**src/sv/srlc_pkg.sv**
```systemverilog
// Shared types and constants for the segment register load check block.
// No dependencies; every other file in sv/ refers to this package.
package srlc_pkg;

  localparam int unsigned NUM_SEGS = 6;
  localparam int unsigned SEG_IDX_W = 3;
  localparam int unsigned CFG_ADDR_W = 4;
  localparam int unsigned CFG_DATA_W = 32;

  localparam logic [31:0] INVALID_SPAN = 32'h0000_0000;
  localparam logic [31:0] REAL_SPAN = 32'h0000_FFFF;
  localparam logic [15:0] ERR_MASK = 16'hFFFC;
  localparam logic [15:0] LDT_IDX_MASK = 16'hFFF8;
  localparam logic [15:0] NULL_SEL_MAX = 16'h0003;

  localparam logic [SEG_IDX_W-1:0] SEG_ES = 3'd0;
  localparam logic [SEG_IDX_W-1:0] SEG_CS = 3'd1;
  localparam logic [SEG_IDX_W-1:0] SEG_SS = 3'd2;
  localparam logic [SEG_IDX_W-1:0] SEG_GS = 3'd5;

  typedef enum logic [1:0] {
    REG_LDT_PRESENT = 2'd0,
    REG_LDT_LIMIT   = 2'd1,
    REG_NULL_BASE   = 2'd2
  } reg_idx_t;

  typedef enum logic [2:0] {
    ST_LOADED = 3'd0,
    ST_CACHED = 3'd1,
    ST_GPF    = 3'd2,
    ST_STACK  = 3'd3,
    ST_NOSEG  = 3'd4
  } status_t;

  typedef enum logic {
    ACT_REAL = 1'b0,
    ACT_PROT = 1'b1
  } action_t;

  typedef struct packed {
    logic        action;
    logic [2:0]  seg_index;
    logic [15:0] selector;
    logic        desc_user;
    logic        desc_present;
    logic        desc_code;
    logic        desc_readable;
    logic        desc_big;
    logic [31:0] desc_base;
    logic [31:0] desc_limit;
  } in_word_t;

  typedef struct packed {
    status_t     status;
    logic [15:0] error_code;
    logic [31:0] bound_low;
    logic [31:0] bound_high;
    logic        set_accessed;
    logic        stack_is_32;
    logic        code_is_32;
  } out_word_t;

  typedef struct packed {
    logic        ldt_present;
    logic [15:0] ldt_limit;
    logic [31:0] null_base;
  } cfg_t;

  typedef struct packed {
    logic        valid_idx;
    logic [15:0] sel;
    logic [31:0] lo;
    logic [31:0] hi;
    logic        stack_big;
    logic        code_big;
  } seg_rd_t;

  typedef struct packed {
    logic                 we;
    logic [SEG_IDX_W-1:0] idx;
    logic [15:0]          sel;
    logic [31:0]          lo;
    logic [31:0]          hi;
    logic                 ss_we;
    logic                 cs_we;
    logic                 big;
  } seg_wr_t;

endpackage

```
**src/sv/srlc_cfg_regs.sv**
```systemverilog
// APB-style configuration registers: LDT presence, LDT limit, null base.
// Depends on srlc_pkg.
module srlc_cfg_regs (
  input  logic                             clk,
  input  logic                             rst_n,
  input  logic                             psel,
  input  logic                             penable,
  input  logic                             pwrite,
  input  logic [srlc_pkg::CFG_ADDR_W-1:0]  paddr,
  input  logic [srlc_pkg::CFG_DATA_W-1:0]  pwdata,
  output logic [srlc_pkg::CFG_DATA_W-1:0]  prdata,
  output logic                             pready,
  output srlc_pkg::cfg_t                   cfg
);

  srlc_pkg::cfg_t cfg_r, cfg_nxt;
  logic [1:0] reg_sel;
  logic       wr_en;

  assign reg_sel = paddr[3:2];
  assign wr_en   = psel && penable && pwrite;
  assign pready  = 1'b1;
  assign cfg     = cfg_r;

  always_comb begin
    cfg_nxt = cfg_r;
    if (wr_en) begin
      unique case (reg_sel)
        srlc_pkg::REG_LDT_PRESENT: cfg_nxt.ldt_present = pwdata[0];
        srlc_pkg::REG_LDT_LIMIT:   cfg_nxt.ldt_limit   = pwdata[15:0];
        srlc_pkg::REG_NULL_BASE:   cfg_nxt.null_base   = pwdata;
        default:                   cfg_nxt = cfg_r;
      endcase
    end
  end

  always_comb begin
    unique case (reg_sel)
      srlc_pkg::REG_LDT_PRESENT: prdata = {31'd0, cfg_r.ldt_present};
      srlc_pkg::REG_LDT_LIMIT:   prdata = {16'd0, cfg_r.ldt_limit};
      srlc_pkg::REG_NULL_BASE:   prdata = cfg_r.null_base;
      default:                   prdata = '0;
    endcase
  end

  always_ff @(posedge clk) begin
    if (!rst_n) begin
      cfg_r <= '0;
    end else begin
      cfg_r <= cfg_nxt;
    end
  end

endmodule

```
**src/sv/srlc_seg_file.sv**
```systemverilog
// Six segment registers (selector and bounds) plus stack and code width flags.
// Depends on srlc_pkg.
module srlc_seg_file (
  input  logic                              clk,
  input  logic                              rst_n,
  input  logic [srlc_pkg::SEG_IDX_W-1:0]    rd_idx,
  output srlc_pkg::seg_rd_t                 rd,
  input  srlc_pkg::seg_wr_t                 wr
);

  logic [15:0] sel_r [srlc_pkg::NUM_SEGS];
  logic [31:0] lo_r  [srlc_pkg::NUM_SEGS];
  logic [31:0] hi_r  [srlc_pkg::NUM_SEGS];
  logic        stack_big_r, code_big_r;
  logic        idx_ok;

  assign idx_ok = (rd_idx <= srlc_pkg::SEG_GS);

  always_comb begin
    rd.valid_idx = idx_ok;
    rd.stack_big = stack_big_r;
    rd.code_big  = code_big_r;
    if (idx_ok) begin
      rd.sel = sel_r[rd_idx];
      rd.lo  = lo_r[rd_idx];
      rd.hi  = hi_r[rd_idx];
    end else begin
      rd.sel = '0;
      rd.lo  = '0;
      rd.hi  = '0;
    end
  end

  always_ff @(posedge clk) begin
    if (!rst_n) begin
      for (int i = 0; i < srlc_pkg::NUM_SEGS; i++) begin
        sel_r[i] <= '0;
        lo_r[i]  <= '0;
        hi_r[i]  <= '0;
      end
      stack_big_r <= 1'b0;
      code_big_r  <= 1'b0;
    end else begin
      if (wr.we) begin
        sel_r[wr.idx] <= wr.sel;
        lo_r[wr.idx]  <= wr.lo;
        hi_r[wr.idx]  <= wr.hi;
      end
      if (wr.ss_we) begin
        stack_big_r <= wr.big;
      end
      if (wr.cs_we) begin
        code_big_r <= wr.big;
      end
    end
  end

endmodule

```
**src/sv/srlc_check.sv**
```systemverilog
// Load decision: real-mode bounds, cached reload and the protected-mode check chain.
// Depends on srlc_pkg; reads the segment file and configuration, drives its write port.
module srlc_check (
  input  srlc_pkg::in_word_t   item,
  input  srlc_pkg::cfg_t       cfg,
  input  srlc_pkg::seg_rd_t    rd,
  input  logic                 go,
  output srlc_pkg::out_word_t  res,
  output srlc_pkg::seg_wr_t    wr
);

  logic [31:0] real_lo, real_hi, prot_hi, span;
  logic [15:0] err;
  logic        is_cs, is_ss, cached, ldt_bad;

  assign is_cs   = (item.seg_index == srlc_pkg::SEG_CS);
  assign is_ss   = (item.seg_index == srlc_pkg::SEG_SS);
  assign real_lo = {12'd0, item.selector, 4'd0};
  assign real_hi = real_lo + srlc_pkg::REAL_SPAN;
  assign prot_hi = item.desc_base + item.desc_limit;
  assign span    = rd.hi - rd.lo;
  assign cached  = (rd.sel == item.selector) && (span != srlc_pkg::INVALID_SPAN);
  assign err     = item.selector & srlc_pkg::ERR_MASK;
  assign ldt_bad = !cfg.ldt_present || !item.desc_user ||
                   ((item.selector & srlc_pkg::LDT_IDX_MASK) > cfg.ldt_limit);

  always_comb begin
    res.status       = srlc_pkg::ST_GPF;
    res.error_code   = err;
    res.bound_low    = rd.lo;
    res.bound_high   = rd.hi;
    res.set_accessed = 1'b0;
    res.stack_is_32  = rd.stack_big;
    res.code_is_32   = rd.code_big;
    wr.we    = 1'b0;
    wr.idx   = item.seg_index;
    wr.sel   = item.selector;
    wr.lo    = item.desc_base;
    wr.hi    = prot_hi;
    wr.ss_we = 1'b0;
    wr.cs_we = 1'b0;
    wr.big   = item.desc_big;

    priority if (!rd.valid_idx) begin
      res.error_code = '0;
      res.bound_low  = '0;
      res.bound_high = '0;
    end else if (item.action == srlc_pkg::ACT_REAL) begin
      res.status     = srlc_pkg::ST_LOADED;
      res.error_code = '0;
      res.bound_low  = real_lo;
      res.bound_high = real_hi;
      wr.we = 1'b1;
      wr.lo = real_lo;
      wr.hi = real_hi;
    end else if (cached) begin
      res.status     = srlc_pkg::ST_CACHED;
      res.error_code = '0;
    end else if (item.selector <= srlc_pkg::NULL_SEL_MAX) begin
      if (!(is_cs || is_ss)) begin
        res.status     = srlc_pkg::ST_LOADED;
        res.error_code = '0;
        res.bound_low  = cfg.null_base;
        res.bound_high = cfg.null_base;
        wr.we = 1'b1;
        wr.lo = cfg.null_base;
        wr.hi = cfg.null_base;
      end
    end else if (!item.selector[2] || ldt_bad) begin
      res.status = srlc_pkg::ST_GPF;
    end else if (!item.desc_present) begin
      res.status = is_ss ? srlc_pkg::ST_STACK : srlc_pkg::ST_NOSEG;
    end else if (is_cs ? !item.desc_code : (item.desc_code && !item.desc_readable)) begin
      res.status = srlc_pkg::ST_GPF;
    end else begin
      res.status       = srlc_pkg::ST_LOADED;
      res.error_code   = '0;
      res.bound_low    = item.desc_base;
      res.bound_high   = prot_hi;
      res.set_accessed = 1'b1;
      wr.we    = 1'b1;
      wr.ss_we = is_ss;
      wr.cs_we = is_cs;
      if (is_ss) begin
        res.stack_is_32 = item.desc_big;
      end
      if (is_cs) begin
        res.code_is_32 = item.desc_big;
      end
    end

    wr.we    = wr.we && go;
    wr.ss_we = wr.ss_we && go;
    wr.cs_we = wr.cs_we && go;
  end

endmodule

```
**src/sv/segment_register_load_check.sv**
```systemverilog
// Top level of the segment register load check block.
// Depends on srlc_pkg, srlc_cfg_regs, srlc_seg_file and srlc_check.
//
// Usage:
//   in_valid/in_stall/in_data carry one load request word (register index,
//   selector, real/protected mode and the fetched descriptor fields). A word
//   is taken when in_valid is high and in_stall is low.
//   out_valid/out_stall/out_data return one result word per request: status,
//   error code, the register's bounds after the load, the accessed-bit request
//   and the current stack and code widths.
//   The APB-style port (psel, penable, pwrite, paddr, pwdata, prdata, pready)
//   sets ldt_present at 0x0, ldt_limit at 0x4 and null_base at 0x8; pready is
//   tied high. Write it only while no load is in flight.
// Timing: a word sits in the input register, where the segment file is read, checked
//   and written, then lands in the output register, where out_valid rises. One word
//   per cycle is sustained while out_stall stays low, since each load sees the segment
//   file as left by the one before.
// Reset (synchronous, rst_n low) clears all segment registers, width flags,
//   configuration and both valid flags. When out_stall holds the output word,
//   the input register still fills; in_stall rises only when both are full.
module segment_register_load_check (
  input  logic                             clk,
  input  logic                             rst_n,
  input  logic                             in_valid,
  output logic                             in_stall,
  input  srlc_pkg::in_word_t               in_data,
  output logic                             out_valid,
  input  logic                             out_stall,
  output srlc_pkg::out_word_t              out_data,
  input  logic                             psel,
  input  logic                             penable,
  input  logic                             pwrite,
  input  logic [srlc_pkg::CFG_ADDR_W-1:0]  paddr,
  input  logic [srlc_pkg::CFG_DATA_W-1:0]  pwdata,
  output logic [srlc_pkg::CFG_DATA_W-1:0]  prdata,
  output logic                             pready
);

  srlc_pkg::cfg_t      cfg;
  srlc_pkg::seg_rd_t   rd;
  srlc_pkg::seg_wr_t   wr;
  srlc_pkg::in_word_t  s1_data_r;
  srlc_pkg::out_word_t res, out_data_r;
  logic s1_valid_r, s1_valid_nxt, out_valid_r, out_valid_nxt;
  logic out_free, advance, in_take;

  assign out_free = !out_valid_r || !out_stall;
  assign advance  = s1_valid_r && out_free;
  assign in_stall = s1_valid_r && !out_free;
  assign in_take  = in_valid && !in_stall;

  assign s1_valid_nxt  = in_take || (s1_valid_r && !advance);
  assign out_valid_nxt = advance || (out_valid_r && out_stall);

  assign out_valid = out_valid_r;
  assign out_data  = out_data_r;

  srlc_cfg_regs u_cfg (
    .clk     (clk),
    .rst_n   (rst_n),
    .psel    (psel),
    .penable (penable),
    .pwrite  (pwrite),
    .paddr   (paddr),
    .pwdata  (pwdata),
    .prdata  (prdata),
    .pready  (pready),
    .cfg     (cfg)
  );

  srlc_seg_file u_segs (
    .clk    (clk),
    .rst_n  (rst_n),
    .rd_idx (s1_data_r.seg_index),
    .rd     (rd),
    .wr     (wr)
  );

  srlc_check u_check (
    .item (s1_data_r),
    .cfg  (cfg),
    .rd   (rd),
    .go   (advance),
    .res  (res),
    .wr   (wr)
  );

  always_ff @(posedge clk) begin
    if (!rst_n) begin
      s1_valid_r  <= 1'b0;
      out_valid_r <= 1'b0;
    end else begin
      s1_valid_r  <= s1_valid_nxt;
      out_valid_r <= out_valid_nxt;
    end
  end

  always_ff @(posedge clk) begin
    if (in_take) begin
      s1_data_r <= in_data;
    end
    if (advance) begin
      out_data_r <= res;
    end
  end

  a_stall_only_when_full: assert property (@(posedge clk) disable iff (!rst_n)
    in_stall |-> (out_valid_r && out_stall && s1_valid_r))
    else $error("input stalled while a stage is free");

  a_no_write_without_advance: assert property (@(posedge clk) disable iff (!rst_n)
    (wr.we || wr.ss_we || wr.cs_we) |-> advance)
    else $error("segment file written without a word moving out");

  a_fault_no_access: assert property (@(posedge clk) disable iff (!rst_n)
    (out_valid && out_data.status != srlc_pkg::ST_LOADED) |->
      (!out_data.set_accessed))
    else $error("accessed bit requested on a rejected or cached load");

  a_ok_no_errcode: assert property (@(posedge clk) disable iff (!rst_n)
    (out_valid && (out_data.status == srlc_pkg::ST_LOADED ||
                   out_data.status == srlc_pkg::ST_CACHED)) |->
      (out_data.error_code == 16'd0))
    else $error("error code on a successful load");

  a_widths_hold: assert property (@(posedge clk) disable iff (!rst_n)
    (!wr.ss_we && !wr.cs_we) |=> ($stable(rd.stack_big) && $stable(rd.code_big)))
    else $error("width flag changed without an SS or CS load");

endmodule

```
**config.mk**
```make
export PLATFORM = sky130hd
export DESIGN_NAME = segment_register_load_check
export DESIGN_NICKNAME = d
export VERILOG_FILES = /design/src/sv/srlc_pkg.sv /design/src/sv/srlc_cfg_regs.sv /design/src/sv/srlc_seg_file.sv /design/src/sv/srlc_check.sv /design/src/sv/segment_register_load_check.sv
export SDC_FILE = /design/constraint.sdc
export NUM_CORES = 2
export LEC_CHECK = 0
export BUFFER_PORTS_ARGS = -buffer_cell sky130_fd_sc_hd__buf_2
export CORE_MARGIN = 2
export CORE_UTILIZATION = 55
export DETAILED_ROUTE_END_ITERATION = 10
export PLACE_DENSITY_LB_ADDON = 0.08
export SYNTH_ARGS = -nofsm -noshare
export SYNTH_HDL_FRONTEND = slang
export SYNTH_SLANG_ARGS = --single-unit
```
**constraint.sdc**
```tcl
create_clock -name clk -period 13.1 [get_ports clk]
set_input_delay 1.965 -clock clk [delete_from_list [all_inputs] [get_ports clk]]
set_output_delay 1.965 -clock clk [all_outputs]
set_load 0.01 [all_outputs]
```
==> flow_metrics.env <==
export IMPL_finalHoldViolations=0
export IMPL_p_seq_share_pct=46.2
export IMPL_wl_per_cell_um=29.3
export IMPL_cts_root_buf="clkbuf_16"
export IMPL_rsz0062_at_grt="false"
export IMPL_start_util_pct=55.8
export IMPL_die_y_um=285
export IMPL_setup_slack_ps=3960
export IMPL_grt_max_degree=91
export IMPL_grt_pass1_wl_um=207000
export IMPL_status="completed"
export IMPL_final_cell_mix="edfxtp_1 (813), nor2_1 (388), nand2_1 (300)"
export IMPL_vdd_drop_max_mv=0.125
export IMPL_grt_use_total_pct=34.9
export IMPL_min_path_type="reg -> reg"
export IMPL_post_cts_buffers=0
export IMPL_synth_edf_count=813
export IMPL_grt_pass1_vias=31300
export IMPL_multiInputGateArea_um2=17300
export IMPL_use_met1_pct=46.5
export IMPL_worstPathArrival_ps=9400
export IMPL_pre_cts_ws_ps=4120
export IMPL_cellLeakagePower_nw=18.2
export IMPL_switchingPower_mw=1.93
export IMPL_overflow=0
export IMPL_drv_slew=0
export IMPL_final_common_cell="edfxtp_1"
export IMPL_syn_avg_cell_area_um2=12.7
export IMPL_comb_power_share_pct=16.4
export IMPL_finClkSkew_ps=38.0
export IMPL_clkLatencyLatePin_ps=680
export IMPL_gp_congestion=0.966
export IMPL_yosys_area_top_type="edfxtp_1"
export IMPL_ys_warn_count=0
export IMPL_pwr_share_clk_pct=37.5
export IMPL_power_density_nw_per_um2=142
export IMPL_die_w_um=285
export IMPL_tritoncts="built"
export IMPL_cp_max_fo=80
export IMPL_min_period_ps=9140
export IMPL_intPower_mw=5.07
export IMPL_use_met2_pct=55.9
export IMPL_io_buffers=247
export IMPL_cts_resized_gates=0
export IMPL_antenna_left=0
export IMPL_max_freq_mhz=109
export IMPL_busiest_layer="met2"
export IMPL_die_area_um2=81000
export IMPL_cp_end_kind="flop"
export IMPL_area_growth_synth_to_final_pct=13.4
export IMPL_clkTransAtPathRegs_ps=60
export IMPL_cp_required_ps=13360
export IMPL_synth_seq_cells=869
export IMPL_async_reset_ff_share_pct=0
export IMPL_synth_top_area_share_pct=56.3
export IMPL_vias=31800
export IMPL_dp_hpwl_um=93900
export IMPL_layout_cells_non_filler=4858
export IMPL_clk_path_buf_depth=3
export IMPL_totalPowerFinal_mw=7.00
export IMPL_grt_use_met3_pct=6.48
export IMPL_syn_area_um2=43300
export IMPL_firstDrtPassIters=8
export IMPL_cts_num_sinks=869
export IMPL_setup_viol_count_final=0
export IMPL_drtIter0Drc=4347
export IMPL_drv_cap=0
export IMPL_core_region_area_um2=77700
export IMPL_rows=102
export IMPL_startpoint_type="flop"
export IMPL_path_class="reg -> reg"
export IMPL_place_inst=4690
export IMPL_grt_antenna_before_repair=3
export IMPL_h_tree_depth=3
export IMPL_synth_ff_type="edfxtp_1"
export IMPL_drive_gt1_share_pct=19.1
export IMPL_pin_count=253
export IMPL_yosysSeqAreaShare_pct=58.9
export IMPL_vias_per_cell=6.54
export IMPL_synthDistinctLibCells=111
export IMPL_tightest_slew_ps=1260
export IMPL_route_detailed_drc=0
export IMPL_max_slew_margin_pct=15.3
export IMPL_fin_nets=3950
export IMPL_cts_made_buffers=89
export IMPL_swShare_pct=27.6
export IMPL_wl_um=142000
export IMPL_tns_ps=0
export IMPL_cts_hold_buf=0
export IMPL_timing_final_crit_share_pct=69.7
export IMPL_fillerInstances=6004
export IMPL_regArea_um2=25500
export IMPL_ys_top_cells_by_area="edfxtp_1 (56%), mux4_2 (8.3%), nor2_1 (3.4%)"
export IMPL_synthCells=3413
flip-flops by register name, summed over array words and instances, names as in the netlist, 49 cells and up, named ones only:
| signal | flops |
|---|---|
| s1_data_r | 89 |
| u_segs.sel_r | 128 |
| u_segs.lo_r | 256 |
| out_data | 84 |
| u_cfg.cfg | 49 |
| u_segs.hi_r | 256 |
synth_stat cells, drive strengths merged (15+ instances only):
cell type / number
xnor2: 44
a22o: 21
o21ai: 99
buf: 102
dfxtp: 56
o211ai: 18
mux2: 33
mux4: 160
nand2b: 28
a21boi: 52
a22oi: 28
inv: 71
o21a: 20
and2: 64
xor2: 21
o22ai: 30
clkbuf: 135
and3: 41
nor2b: 15
a21oi: 238
a21o: 34
nand4: 23
a211oi: 36
nand3: 64
nor4: 18
ha: 76
edfxtp: 813
nand2: 310
nor2: 392
mux2i: 74
nor3: 93
logic make-up after synthesis:
family          synth area share [%]
xor+xnor                        1.31
other cells                   0.0173
mux                             10.9
fa+ha+maj                       2.24
compound gates                  11.5
simple gates                    12.0
flops                           58.9
buf+inv                         3.03
metrics by stage:
step                hold WS [ps]  util [%]  instance area (um^2)
finish                       473      63.2                 49200
global route                 489      63.2                 49100
floorplan                    434         -                 43900
global placement             444      59.3                 46100
detailed placement           463      59.3                 46100
CTS                          471      63.2                 49100
worst paths after layout:
check / startpoint / to / slack (ps) / cells past startpoint
setup / recovery: flop / u_segs.hi_r[1][18] / 3960 / 17
hold / removal: u_segs.stack_big_r / u_segs.stack_big_r / 470 / 2
setup reg to reg: flop / u_segs.hi_r[1][18] / 3960 / 17
hold reg to reg: u_segs.stack_big_r / u_segs.stack_big_r / 470 / 2
cell type report:
cell class                 instances  area share (%)
antenna                            3          0.0153
clock buffer                     107            4.73
clock inverter                    58            1.40
inverter                          71           0.547
multi-input combinational       2397            35.1
sequential                       869            52.0
tap                             1040            2.65
timing repair buffer             313            3.57
worst max-delay path, stage by stage (launching register included):
cell and delay, ps:
dfxtp_4 760, buf_12 510, mux4_2 580, mux2i_1 420, nor2_1 200, ha_1 490
a21oi_4 230, o21a_1 320, o22ai_1 180, a2111oi_0 460, nand4_1 240, nor4b_1 410
nand4b_2 430, nor4_2 700, or2_1 190, buf_4 430, nand3_4 790, nand2_8 1070
power groups by stage:
stage / combinational [mW] / clock (mW) / sequential [mW]
floorplan: 0.777 / 0 / 3.26
global placement: 1.11 / 0 / 3.28
detailed placement: 1.12 / 0 / 3.29
CTS: 1.12 / 2.63 / 3.23
global route: 1.22 / 2.74 / 3.24
finish: 1.15 / 2.62 / 3.23
metal layers:
layer	vias to the layer above	share of wire [%]	wire, um
met1	15800	37	53300
met5	-	0	0
met2	1999	47	67500
met3	403	10	14500
li1	13500	-	-
met4	0	4.9	7000
Power figures use the tool's default switching activity.
